### src/bvpm_pkg.sv
// ----------------------------------------------------------------------------
// bvpm_pkg
// Shared types and constants of the battery voltage protection monitor.
// ----------------------------------------------------------------------------
package bvpm_pkg;

  // default sample width of the adc inputs
  localparam int unsigned ADC_BITS_DEF = 12;
  // moving average length, fixed by the shift used for the mean
  localparam int unsigned AVERAGE_TAPS = 4;
  localparam int unsigned HIST_DEPTH   = AVERAGE_TAPS - 1;

  // result field widths
  localparam int unsigned AVG_W  = 12;
  localparam int unsigned VOLT_W = 16;
  localparam int unsigned MODE_W = 2;

  // configuration port
  localparam int unsigned CFG_IDX_W  = 2;
  localparam int unsigned CFG_DATA_W = 16;

  // ratiometric conversion: divider 100 / (100 + 681), result in tenths
  localparam int unsigned DIV_LOW    = 100;
  localparam int unsigned DIV_HIGH   = 681;
  localparam int unsigned TENTHS     = 10;
  localparam int unsigned VOLT_SCALE = (DIV_LOW + DIV_HIGH) * TENTHS;
  localparam int unsigned SCALE_W    = $clog2(VOLT_SCALE + 1);
  localparam int unsigned DIVL_W     = $clog2(DIV_LOW + 1);
  localparam logic [VOLT_W-1:0] VOLT_MAX = '1;

  // register reset values
  localparam logic [CFG_DATA_W-1:0] LOW_THR_RST  = 16'd55;
  localparam logic [CFG_DATA_W-1:0] HIGH_THR_RST = 16'd185;
  localparam logic [CFG_DATA_W-1:0] FALL_CNT_RST = 16'd20;
  localparam logic [CFG_DATA_W-1:0] RISE_CNT_RST = 16'd20;

  // register indexes
  typedef enum logic [CFG_IDX_W-1:0] {
    CFG_LOW_THR  = 2'd0,
    CFG_HIGH_THR = 2'd1,
    CFG_FALL_CNT = 2'd2,
    CFG_RISE_CNT = 2'd3
  } cfg_idx_e;

  // item kinds
  typedef enum logic {
    OP_TICK    = 1'b0,
    OP_MEASURE = 1'b1
  } op_e;

  // protection mode codes
  typedef enum logic [MODE_W-1:0] {
    MODE_INITIAL = 2'd0,
    MODE_NORMAL  = 2'd1,
    MODE_LOW     = 2'd2,
    MODE_HIGH    = 2'd3
  } mode_e;

  // sequencer states
  typedef enum logic [2:0] {
    ST_IDLE,
    ST_TICK,
    ST_AVG,
    ST_MUL,
    ST_DIV,
    ST_CLASS,
    ST_WB
  } state_e;

  // sequencer controls to the datapath
  typedef struct packed {
    logic in_ready;
    logic tick_en;
    logic avg_en;
    logic mul_en;
    logic div_en;
    logic class_en;
    logic wb_en;
  } ctrl_t;

endpackage

### src/bvpm_if.sv
// ----------------------------------------------------------------------------
// bvpm channel interfaces
// Valid/ready channels for items, results and configuration writes.
// ----------------------------------------------------------------------------

// input item channel
interface bvpm_in_if #(
  parameter int unsigned ADC_BITS = bvpm_pkg::ADC_BITS_DEF
);
  logic                valid;
  logic                ready;
  logic                op;
  logic                pin_level;
  logic [ADC_BITS-1:0] battery_adc;
  logic [ADC_BITS-1:0] reference_adc;

  modport source (output valid, op, pin_level, battery_adc, reference_adc, input ready);
  modport sink   (input valid, op, pin_level, battery_adc, reference_adc, output ready);
endinterface

// result item channel
interface bvpm_out_if;
  import bvpm_pkg::*;
  logic              valid;
  logic              ready;
  logic              pin_good;
  logic              shutdown_event;
  logic              fail_flag;
  logic [AVG_W-1:0]  average_adc;
  logic [VOLT_W-1:0] voltage_tenths;
  logic [MODE_W-1:0] mode;

  modport source (output valid, pin_good, shutdown_event, fail_flag, average_adc,
                  voltage_tenths, mode, input ready);
  modport sink   (input valid, pin_good, shutdown_event, fail_flag, average_adc,
                  voltage_tenths, mode, output ready);
endinterface

// configuration write channel
interface bvpm_cfg_if;
  import bvpm_pkg::*;
  logic                  valid;
  logic                  ready;
  logic [CFG_IDX_W-1:0]  index;
  logic [CFG_DATA_W-1:0] data;

  modport source (output valid, index, data, input ready);
  modport sink   (input valid, index, data, output ready);
endinterface

### src/battery_voltage_protection_monitor_unit.sv
// ----------------------------------------------------------------------------
// battery_voltage_protection_monitor_unit
// Debounced power-good pin monitor and ratiometric battery voltage window.
// ----------------------------------------------------------------------------
// One item is in work at a time; the input is not ready from the accepting
// transfer until the result is loaded into the output register, and the
// next item can be taken while that result waits. A tick item passes through
// the accept, the debounce update and the write-back. A measurement passes
// through the accept, the four-tap average, the constant scaling, then
// ADC_BITS + 13 steps of the restoring divider that forms the quotient
// average * 7810 / (100 * reference), one quotient bit per cycle, and then
// the classification and the write-back. The write-back waits while the
// output register still holds an untaken result. A zero reference or a
// quotient above 65535 reads as 65535. Configuration writes are always
// accepted and should only be issued while no item is in work.
module battery_voltage_protection_monitor_unit #(
  parameter int unsigned ADC_BITS = bvpm_pkg::ADC_BITS_DEF
) (
  input  logic        clk_i,
  input  logic        rst_ni,
  bvpm_cfg_if.sink    cfg_i,
  bvpm_in_if.sink     item_i,
  bvpm_out_if.source  result_o
);
  import bvpm_pkg::*;

  localparam int unsigned SUM_W = ADC_BITS + 2;
  localparam int unsigned NUM_W = ADC_BITS + SCALE_W;
  localparam int unsigned DEN_W = ADC_BITS + DIVL_W;
  localparam int unsigned CNT_W = $clog2(NUM_W);

  // configuration registers
  logic [CFG_DATA_W-1:0] low_thr_q, high_thr_q, fall_cnt_q, rise_cnt_q;

  // latched item
  logic                op_q, pin_q;
  logic [ADC_BITS-1:0] batt_q, ref_q;

  // debounce and protection state
  logic                  deb_started_q, deb_good_q, event_sent_q, fail_q, event_q;
  logic [CFG_DATA_W-1:0] deb_cnt_q;
  logic                  prot_started_q;
  mode_e                 mode_q;
  logic [ADC_BITS-1:0]   hist_q [HIST_DEPTH];

  // measurement datapath
  logic [ADC_BITS-1:0] avg_q;
  logic [NUM_W-1:0]    quo_q;
  logic [DEN_W-1:0]    den_q, rem_q;
  logic [CNT_W-1:0]    cnt_q;
  logic                ref_zero_q;
  logic [VOLT_W-1:0]   volt_q;

  // output register
  logic                out_valid_q;
  logic                out_good_q, out_event_q, out_fail_q;
  logic [AVG_W-1:0]    out_avg_q;
  logic [VOLT_W-1:0]   out_volt_q;
  logic [MODE_W-1:0]   out_mode_q;

  state_e state_q, state_d;
  ctrl_t  ctrl;
  logic   out_free;

  assign out_free = !out_valid_q || result_o.ready;

  // next state
  always_comb begin
    state_d = state_q;
    case (state_q)
      ST_IDLE: begin
        if (item_i.valid) begin
          state_d = (item_i.op == OP_MEASURE) ? ST_AVG : ST_TICK;
        end
      end
      ST_TICK:  state_d = ST_WB;
      ST_AVG:   state_d = ST_MUL;
      ST_MUL:   state_d = ST_DIV;
      ST_DIV: begin
        if (cnt_q == '0) begin
          state_d = ST_CLASS;
        end
      end
      ST_CLASS: state_d = ST_WB;
      ST_WB: begin
        if (out_free) begin
          state_d = ST_IDLE;
        end
      end
      default:  state_d = ST_IDLE;
    endcase
  end

  // sequencer outputs
  always_comb begin
    ctrl = '0;
    case (state_q)
      ST_IDLE:  ctrl.in_ready = 1'b1;
      ST_TICK:  ctrl.tick_en  = 1'b1;
      ST_AVG:   ctrl.avg_en   = 1'b1;
      ST_MUL:   ctrl.mul_en   = 1'b1;
      ST_DIV:   ctrl.div_en   = 1'b1;
      ST_CLASS: ctrl.class_en = 1'b1;
      ST_WB:    ctrl.wb_en    = out_free;
      default:  ctrl = '0;
    endcase
  end

  always_ff @(posedge clk_i or negedge rst_ni) begin
    if (!rst_ni) begin
      state_q <= ST_IDLE;
    end else begin
      state_q <= state_d;
    end
  end

  assign item_i.ready = ctrl.in_ready;
  assign cfg_i.ready  = 1'b1;

  // configuration writes
  always_ff @(posedge clk_i or negedge rst_ni) begin
    if (!rst_ni) begin
      low_thr_q  <= LOW_THR_RST;
      high_thr_q <= HIGH_THR_RST;
      fall_cnt_q <= FALL_CNT_RST;
      rise_cnt_q <= RISE_CNT_RST;
    end else if (cfg_i.valid) begin
      case (cfg_i.index)
        CFG_LOW_THR:  low_thr_q  <= cfg_i.data;
        CFG_HIGH_THR: high_thr_q <= cfg_i.data;
        CFG_FALL_CNT: fall_cnt_q <= cfg_i.data;
        CFG_RISE_CNT: rise_cnt_q <= cfg_i.data;
        default: ;
      endcase
    end
  end

  // item capture
  always_ff @(posedge clk_i) begin
    if (ctrl.in_ready && item_i.valid) begin
      op_q   <= item_i.op;
      pin_q  <= item_i.pin_level;
      batt_q <= item_i.battery_adc;
      ref_q  <= item_i.reference_adc;
    end
  end

  // debouncer and shutdown event
  logic [CFG_DATA_W-1:0] deb_limit;
  logic                  deb_good_next;
  logic [CFG_DATA_W-1:0] deb_cnt_next;

  always_comb begin
    deb_limit     = deb_good_q ? fall_cnt_q : rise_cnt_q;
    deb_good_next = deb_good_q;
    deb_cnt_next  = '0;
    if (!deb_started_q) begin
      deb_good_next = 1'b1;
    end else if (deb_cnt_q >= deb_limit) begin
      deb_good_next = !deb_good_q;
    end else if (pin_q != deb_good_q) begin
      deb_cnt_next = deb_cnt_q + 1'b1;
    end
  end

  always_ff @(posedge clk_i or negedge rst_ni) begin
    if (!rst_ni) begin
      deb_started_q <= 1'b0;
      deb_good_q    <= 1'b1;
      deb_cnt_q     <= '0;
      event_sent_q  <= 1'b0;
      fail_q        <= 1'b0;
      event_q       <= 1'b0;
    end else if (ctrl.tick_en) begin
      deb_started_q <= 1'b1;
      deb_good_q    <= deb_good_next;
      deb_cnt_q     <= deb_cnt_next;
      event_q       <= !deb_good_next && !event_sent_q;
      event_sent_q  <= !deb_good_next;
      if (!deb_good_next) begin
        fail_q <= 1'b1;
      end
    end
  end

  // four-tap moving average and history shift
  logic [SUM_W-1:0] avg_sum;

  always_comb begin
    avg_sum = SUM_W'(batt_q);
    for (int i = 0; i < HIST_DEPTH; i++) begin
      avg_sum = avg_sum + SUM_W'(hist_q[i]);
    end
  end

  always_ff @(posedge clk_i or negedge rst_ni) begin
    if (!rst_ni) begin
      for (int i = 0; i < HIST_DEPTH; i++) begin
        hist_q[i] <= '0;
      end
    end else if (ctrl.avg_en) begin
      hist_q[0] <= batt_q;
      for (int i = 1; i < HIST_DEPTH; i++) begin
        hist_q[i] <= hist_q[i-1];
      end
    end
  end

  always_ff @(posedge clk_i) begin
    if (ctrl.avg_en) begin
      avg_q <= avg_sum[SUM_W-1:2];
    end
  end

  // restoring divider, one quotient bit per step
  logic [DEN_W:0] div_shift;
  logic [DEN_W:0] div_diff;
  logic           div_bit;

  assign div_shift = {rem_q, quo_q[NUM_W-1]};
  assign div_diff  = div_shift - {1'b0, den_q};
  assign div_bit   = (div_shift >= {1'b0, den_q});

  always_ff @(posedge clk_i) begin
    if (ctrl.mul_en) begin
      quo_q      <= NUM_W'(avg_q) * NUM_W'(VOLT_SCALE);
      den_q      <= DEN_W'(ref_q) * DEN_W'(DIV_LOW);
      rem_q      <= '0;
      cnt_q      <= CNT_W'(NUM_W - 1);
      ref_zero_q <= (ref_q == '0);
    end else if (ctrl.div_en) begin
      rem_q <= div_bit ? div_diff[DEN_W-1:0] : div_shift[DEN_W-1:0];
      quo_q <= {quo_q[NUM_W-2:0], div_bit};
      cnt_q <= cnt_q - 1'b1;
    end
  end

  // saturation and window classification
  logic [VOLT_W-1:0] volt_sat;
  mode_e             mode_next;

  always_comb begin
    if (ref_zero_q || (quo_q[NUM_W-1:VOLT_W] != '0)) begin
      volt_sat = VOLT_MAX;
    end else begin
      volt_sat = quo_q[VOLT_W-1:0];
    end
    if (!prot_started_q) begin
      mode_next = MODE_INITIAL;
    end else if (volt_sat > high_thr_q) begin
      mode_next = MODE_HIGH;
    end else if (deb_good_q && (volt_sat >= low_thr_q)) begin
      mode_next = MODE_NORMAL;
    end else begin
      mode_next = MODE_LOW;
    end
  end

  always_ff @(posedge clk_i or negedge rst_ni) begin
    if (!rst_ni) begin
      prot_started_q <= 1'b0;
      mode_q         <= MODE_INITIAL;
    end else if (ctrl.class_en) begin
      prot_started_q <= 1'b1;
      mode_q         <= mode_next;
    end
  end

  always_ff @(posedge clk_i) begin
    if (ctrl.class_en) begin
      volt_q <= volt_sat;
    end
  end

  // output register, freed by a result transfer
  always_ff @(posedge clk_i or negedge rst_ni) begin
    if (!rst_ni) begin
      out_valid_q <= 1'b0;
    end else if (ctrl.wb_en) begin
      out_valid_q <= 1'b1;
    end else if (result_o.ready) begin
      out_valid_q <= 1'b0;
    end
  end

  always_ff @(posedge clk_i) begin
    if (ctrl.wb_en) begin
      out_good_q <= deb_good_q;
      out_fail_q <= fail_q;
      out_mode_q <= mode_q;
      if (op_q == OP_MEASURE) begin
        out_event_q <= 1'b0;
        out_avg_q   <= AVG_W'(avg_q);
        out_volt_q  <= volt_q;
      end else begin
        out_event_q <= event_q;
        out_avg_q   <= '0;
        out_volt_q  <= '0;
      end
    end
  end

  assign result_o.valid          = out_valid_q;
  assign result_o.pin_good       = out_good_q;
  assign result_o.shutdown_event = out_event_q;
  assign result_o.fail_flag      = out_fail_q;
  assign result_o.average_adc    = out_avg_q;
  assign result_o.voltage_tenths = out_volt_q;
  assign result_o.mode           = out_mode_q;

endmodule
### src/flat_wrapper.sv
// flat-port wrapper written by rule: the top's interface ports become plain ports
module battery_voltage_protection_monitor_unit_flat import bvpm_pkg::*;
#(
  parameter int unsigned ADC_BITS = bvpm_pkg::ADC_BITS_DEF
)
  (clk_i, rst_ni, cfg_i_valid, cfg_i_index, cfg_i_data, cfg_i_ready, item_i_valid, item_i_op, item_i_pin_level, item_i_battery_adc, item_i_reference_adc, item_i_ready, result_o_valid, result_o_pin_good, result_o_shutdown_event, result_o_fail_flag, result_o_average_adc, result_o_voltage_tenths, result_o_mode, result_o_ready);
  bvpm_cfg_if cfg_i_i ();
  bvpm_in_if #(.ADC_BITS(ADC_BITS)) item_i_i ();
  bvpm_out_if result_o_i ();
  input  logic clk_i;
  input  logic rst_ni;
  input wire logic [$bits(cfg_i_i.valid)-1:0] cfg_i_valid;
  input wire logic [$bits(cfg_i_i.index)-1:0] cfg_i_index;
  input wire logic [$bits(cfg_i_i.data)-1:0] cfg_i_data;
  output wire logic [$bits(cfg_i_i.ready)-1:0] cfg_i_ready;
  input wire logic [$bits(item_i_i.valid)-1:0] item_i_valid;
  input wire logic [$bits(item_i_i.op)-1:0] item_i_op;
  input wire logic [$bits(item_i_i.pin_level)-1:0] item_i_pin_level;
  input wire logic [$bits(item_i_i.battery_adc)-1:0] item_i_battery_adc;
  input wire logic [$bits(item_i_i.reference_adc)-1:0] item_i_reference_adc;
  output wire logic [$bits(item_i_i.ready)-1:0] item_i_ready;
  output wire logic [$bits(result_o_i.valid)-1:0] result_o_valid;
  output wire logic [$bits(result_o_i.pin_good)-1:0] result_o_pin_good;
  output wire logic [$bits(result_o_i.shutdown_event)-1:0] result_o_shutdown_event;
  output wire logic [$bits(result_o_i.fail_flag)-1:0] result_o_fail_flag;
  output wire logic [$bits(result_o_i.average_adc)-1:0] result_o_average_adc;
  output wire logic [$bits(result_o_i.voltage_tenths)-1:0] result_o_voltage_tenths;
  output wire logic [$bits(result_o_i.mode)-1:0] result_o_mode;
  input wire logic [$bits(result_o_i.ready)-1:0] result_o_ready;
  assign cfg_i_i.valid = cfg_i_valid;
  assign cfg_i_i.index = cfg_i_index;
  assign cfg_i_i.data = cfg_i_data;
  assign cfg_i_ready = cfg_i_i.ready;
  assign item_i_i.valid = item_i_valid;
  assign item_i_i.op = item_i_op;
  assign item_i_i.pin_level = item_i_pin_level;
  assign item_i_i.battery_adc = item_i_battery_adc;
  assign item_i_i.reference_adc = item_i_reference_adc;
  assign item_i_ready = item_i_i.ready;
  assign result_o_valid = result_o_i.valid;
  assign result_o_pin_good = result_o_i.pin_good;
  assign result_o_shutdown_event = result_o_i.shutdown_event;
  assign result_o_fail_flag = result_o_i.fail_flag;
  assign result_o_average_adc = result_o_i.average_adc;
  assign result_o_voltage_tenths = result_o_i.voltage_tenths;
  assign result_o_mode = result_o_i.mode;
  assign result_o_i.ready = result_o_ready;
  battery_voltage_protection_monitor_unit #(.ADC_BITS(ADC_BITS)) u_core (.clk_i(clk_i), .rst_ni(rst_ni), .cfg_i(cfg_i_i), .item_i(item_i_i), .result_o(result_o_i));
endmodule
### config.mk
export PLATFORM = sky130hd
export DESIGN_NAME = battery_voltage_protection_monitor_unit_flat
export DESIGN_NICKNAME = d
export VERILOG_FILES = /design/src/bvpm_pkg.sv /design/src/bvpm_if.sv /design/src/battery_voltage_protection_monitor_unit.sv /design/src/flat_wrapper.sv
export SDC_FILE = /design/constraint.sdc
export NUM_CORES = 1
export LEC_CHECK = 0
export BUFFER_PORTS_ARGS = -buffer_cell sky130_fd_sc_hd__buf_2
export CAP_MARGIN = 20
export CORE_MARGIN = 4
export CORE_UTILIZATION = 30
export DETAILED_ROUTE_END_ITERATION = 10
export MAX_ROUTING_LAYER = met4
export PLACE_DENSITY = 0.48
export SYNTH_ARGS = -nofsm -noshare
export SYNTH_HDL_FRONTEND = slang
export SYNTH_SLANG_ARGS = --single-unit
### constraint.sdc
create_clock -name clk_i -period 5.32 [get_ports clk_i]
set_input_delay 1.064 -clock clk_i [delete_from_list [all_inputs] [get_ports clk_i]]
set_output_delay 1.064 -clock clk_i [all_outputs]
set_load 0.02 [all_outputs]
==> summary.md <==
| Metric | Value |
|---|---|
| RSZ-0062 raised after global routing | `no` |
| Post-Syn Instances | `approximately 1600` |
| Signed area change from the synthesized netlist to the final layout | `14.6%` |
| Synthesized area | `~0.017 mm2` |
| Number of register bits inferred by synthesis | `around 280` |
| CTS Buf Count | `37` |
| Post-synthesis compound-gate area fraction | `0.113` |
| Setup TNS | `0 ns` |
| Post-Synth XOR/XNOR Area | `0.0321` |
| Tightest Hold Check Type | `reg2reg` |
| Total buffers and inverters traversed by the critical path | `4` |
| Final hold violations | `0` |
| Type of element capturing the critical path | `flop` |
| Fraction of the cycle the final worst path needs | `0.923` |
| Antenna violations before repair | `2` |
| Crit path cell chain | `inv_1 -> fa_1 -> inv_1 -> fa_1 -> inv_1 -> fa_1 -> inv_1 -> ha_1 -> ha_1 -> ha_1 -> a211o_1 -> nand2b_1 -> o211ai_1 -> a21oi_1 -> a21oi_1 -> xor2_1 -> o21ai_0` |
| H-tree depth | `2` |
| Slowest cell on crit path | `sky130_fd_sc_hd__fa_1` |
| Crit path depth | `17` |
| Total instance count after detailed placement | `roughly 2400` |
| Adder and majority gate portion of the synthesized area | `0.208` |
| Post-synthesis share of cell area spent on and, or, nand and nor gates | `0.0944` |
| IO Port Bufs | `83` |
| Clock slew seen by the registers of the worst setup and hold paths | `0.06 ns` |
| Effective utilization at floorplan | `0.303` |
| Launch point of the worst path | `u_core.avg_q[3]` |
| Count of hold-fix buffers inserted at cts | `0` |
| Warnings, synthesis | `0` |
| # DRC | `0` |
| Maximum number of pins on one net before global-route repair | `~70` |
| Leading cell types in the layout, fill and taps excluded | `212 x sky130_fd_sc_hd__inv_1, 205 x sky130_fd_sc_hd__ha_1, 129 x sky130_fd_sc_hd__edfxtp_1` |
| Number of cells on the worst hold path | `0` |
| Worst hold margin | `0.440 ns` |
| TritonCTS clock tree | `built` |
| Main combinational cell family by area after synthesis | `adder cells` |
| I/O pins | `85` |
| Vias after detailed routing | `around 11000` |
| Max-cap violation count | `0` |
| Largest stage delay on the critical path | `roughly 0.56 ns` |
| Via density per instance | `about 4.5` |
| Max_slew headroom | `0.363` |
| Horiz. Die Dim | `around 250 um` |
| Cell accounting for the most synthesized area | `sky130_fd_sc_hd__edfxtp_1` |
| Main synth FF type | `sky130_fd_sc_hd__edfxtp_1` |
| Post-CTS Setup Repair Bufs | `0` |
| Post-Syn Area per Cell | `11.1 um2` |
| Global-route wire length before repair | `between 60 and 70 mm` |
| Clk Latency, worst-skew pair | `about 0.55 ns` |
| Total die area | `about 0.062 mm2` |
| Maximum fanout along the worst path | `4` |
| Crit path arrival time | `between 5 and 6 ns` |
| Count of cell types in the netlist | `83` |
| Final estimated routing congestion in global placement | `0.844` |
| Cell repeated most along the worst path | `sky130_fd_sc_hd__inv_1` |
| Seq/Total Area, Yosys | `0.435` |
| DR WL/cell | `15.0 um` |
| Start-to-end type of the worst setup path | `reg2reg` |
| Post-detail-place hpwl | `approximately 28 mm` |
| Maximum frequency from static timing analysis | `0.204 GHz` |
| Worst setup endpoint | `u_core.quo_q[22]` |
| Number of antenna-violating nets in the routed design | `0` |
| Layout cell share with drive strength beyond 1 | `0.170` |
| Detailed-route wire length | `37.1 mm` |
| Number of sinks handled by clock tree synthesis | `282` |
| Share of the synthesized area in the top cell type | `0.222` |
| Number of gates resized after CTS | `0` |
| Final #Nets | `just under 2000` |
| Final setup violation count | `0` |
| TritonRoute pass-1 iters | `4` |
| Critical Path RT | `5.58 ns` |
| Startpoint class of the critical path | `flop` |
| Core footprint | `0.0577 mm2` |
| Number of nets in the synthesized netlist | `approximately 1900` |
| Final core utilization | `0.347` |
| Floorplan die height | `between 200 and 250 um` |
| Max Root-Sink Buffers | `3` |
| Number of global-route vias before repair | `about 12000` |
| Overall track demand over capacity in global routing | `0.125` |
| Reg-to-Reg End | `u_core.quo_q[22]` |
| Final global-route overflow total | `0` |
| Leading cell types by total area after synthesis | `sky130_fd_sc_hd__edfxtp_1 22%, sky130_fd_sc_hd__dfrtp_1 16%, sky130_fd_sc_hd__ha_1 15%, sky130_fd_sc_hd__fa_1 6.1%, sky130_fd_sc_hd__inv_1 4.6%` |
| Max-slew violation count | `0` |
| CTS Root Cell | `sky130_fd_sc_hd__clkbuf_16` |
| Post-route minimum period | `approximately 5 ns` |
| Register-to-register setup slack | `between 0.4 and 0.5 ns` |
| Filler-free cell count of the finished design | `between 2000 and 2500` |
| Depth of the most critical reg-to-reg path | `17` |
| Worst R2R Start | `u_core.avg_q[3]` |
| Status | `finished, final reports clean` |
| Family of cells with the greatest summed delay on the critical path | `adder cells` |
| Count of flip-flops with a built-in enable after synthesis | `approximately 130` |
| Violation count after the first detailed-routing iteration | `between 400 and 500` |
| Multiplexer share of the synthesized area | `0.0600` |
| Startpoint of the lowest-slack hold path | `u_core.fail_q` |
| Most frequent standard cell in the layout excluding fill and tap cells | `sky130_fd_sc_hd__inv_1` |
| Max Clock Skew | `~0.024 ns` |
| Worst-Margin Slew | `0.956 ns` |
| Number of core rows | `88` |
| Fraction of registers with async set or reset after synthesis | `0.454` |
[layer usage]
layer / wire length [um] / GRT usage / up-vias
li1: - / - / 5646
met2: 16400 / 0.192 / 159
met4: 973 / 0.0395 / 0
met1: 18100 / 0.171 / 5338
met3: 1630 / 0.0220 / 59
met5: 0 / - / -
[cells by family after synthesis]
kind of cell | Yosys count
xor+xnor | 64
other cells | 1
buf+inv | 252
fa+ha+maj | 258
mux | 96
flops | 282
simple gates | 326
compound gates | 294
[per-stage QoR]
step	setup WS (ns)	instance area [um2]
detailed placement	0.399	18800
CTS	0.387	20000
global route	0.0686	20000
finish	0.412	20000
global placement	0.503	18700
floorplan	0.818	17500
[layout make-up]
class	count	area, um2
multi-input combinational	1039	8890
inverter	214	803
timing repair buffer	96	552
antenna	5	12.5
fill	5785	37700
clock inverter	16	158
clock buffer	51	1040
tap	765	957
sequential	282	7600
[cells in the mapped netlist (27+ instances only)]
| library cell | n |
|---|---|
| sky130_fd_sc_hd__a21o_1 | 37 |
| sky130_fd_sc_hd__a21oi_1 | 57 |
| sky130_fd_sc_hd__and2_1 | 31 |
| sky130_fd_sc_hd__dfrtp_1 | 113 |
| sky130_fd_sc_hd__edfxtp_1 | 129 |
| sky130_fd_sc_hd__fa_1 | 53 |
| sky130_fd_sc_hd__ha_1 | 205 |
| sky130_fd_sc_hd__inv_1 | 212 |
| sky130_fd_sc_hd__mux2_2 | 69 |
| sky130_fd_sc_hd__mux2i_1 | 27 |
| sky130_fd_sc_hd__nand2_1 | 106 |
| sky130_fd_sc_hd__nor2_1 | 48 |
| sky130_fd_sc_hd__o21ai_0 | 99 |
| sky130_fd_sc_hd__xnor2_1 | 42 |
[worst min path at each step]
| stage | end | slack (ns) |
|---|---|---|
| global route | u_core.result_o.fail_flag | 0.44 |
| CTS | u_core.result_o.fail_flag | 0.44 |
| global placement | u_core.result_o.fail_flag | 0.43 |
| detailed placement | u_core.result_o.fail_flag | 0.42 |
| finish | u_core.result_o.fail_flag | 0.44 |
| floorplan | u_core.result_o.fail_flag | 0.42 |
[state kept, by name, indices dropped and copies added, names as in the netlist, 16 cells and up]
name / flops
u_core.result_o.voltage_tenths: 16
u_core.den_q: 17
u_core.high_thr_q: 16
u_core.quo_q: 25
u_core.deb_cnt_q: 16
u_core.volt_q: 16
u_core.hist_q: 36
u_core.fall_cnt_q: 16
u_core.rise_cnt_q: 16
u_core.rem_q: 19
u_core.low_thr_q: 16
Power is not shown: default switching activity piles up to over one toggle a cycle in this logic, so the estimate is an artifact.
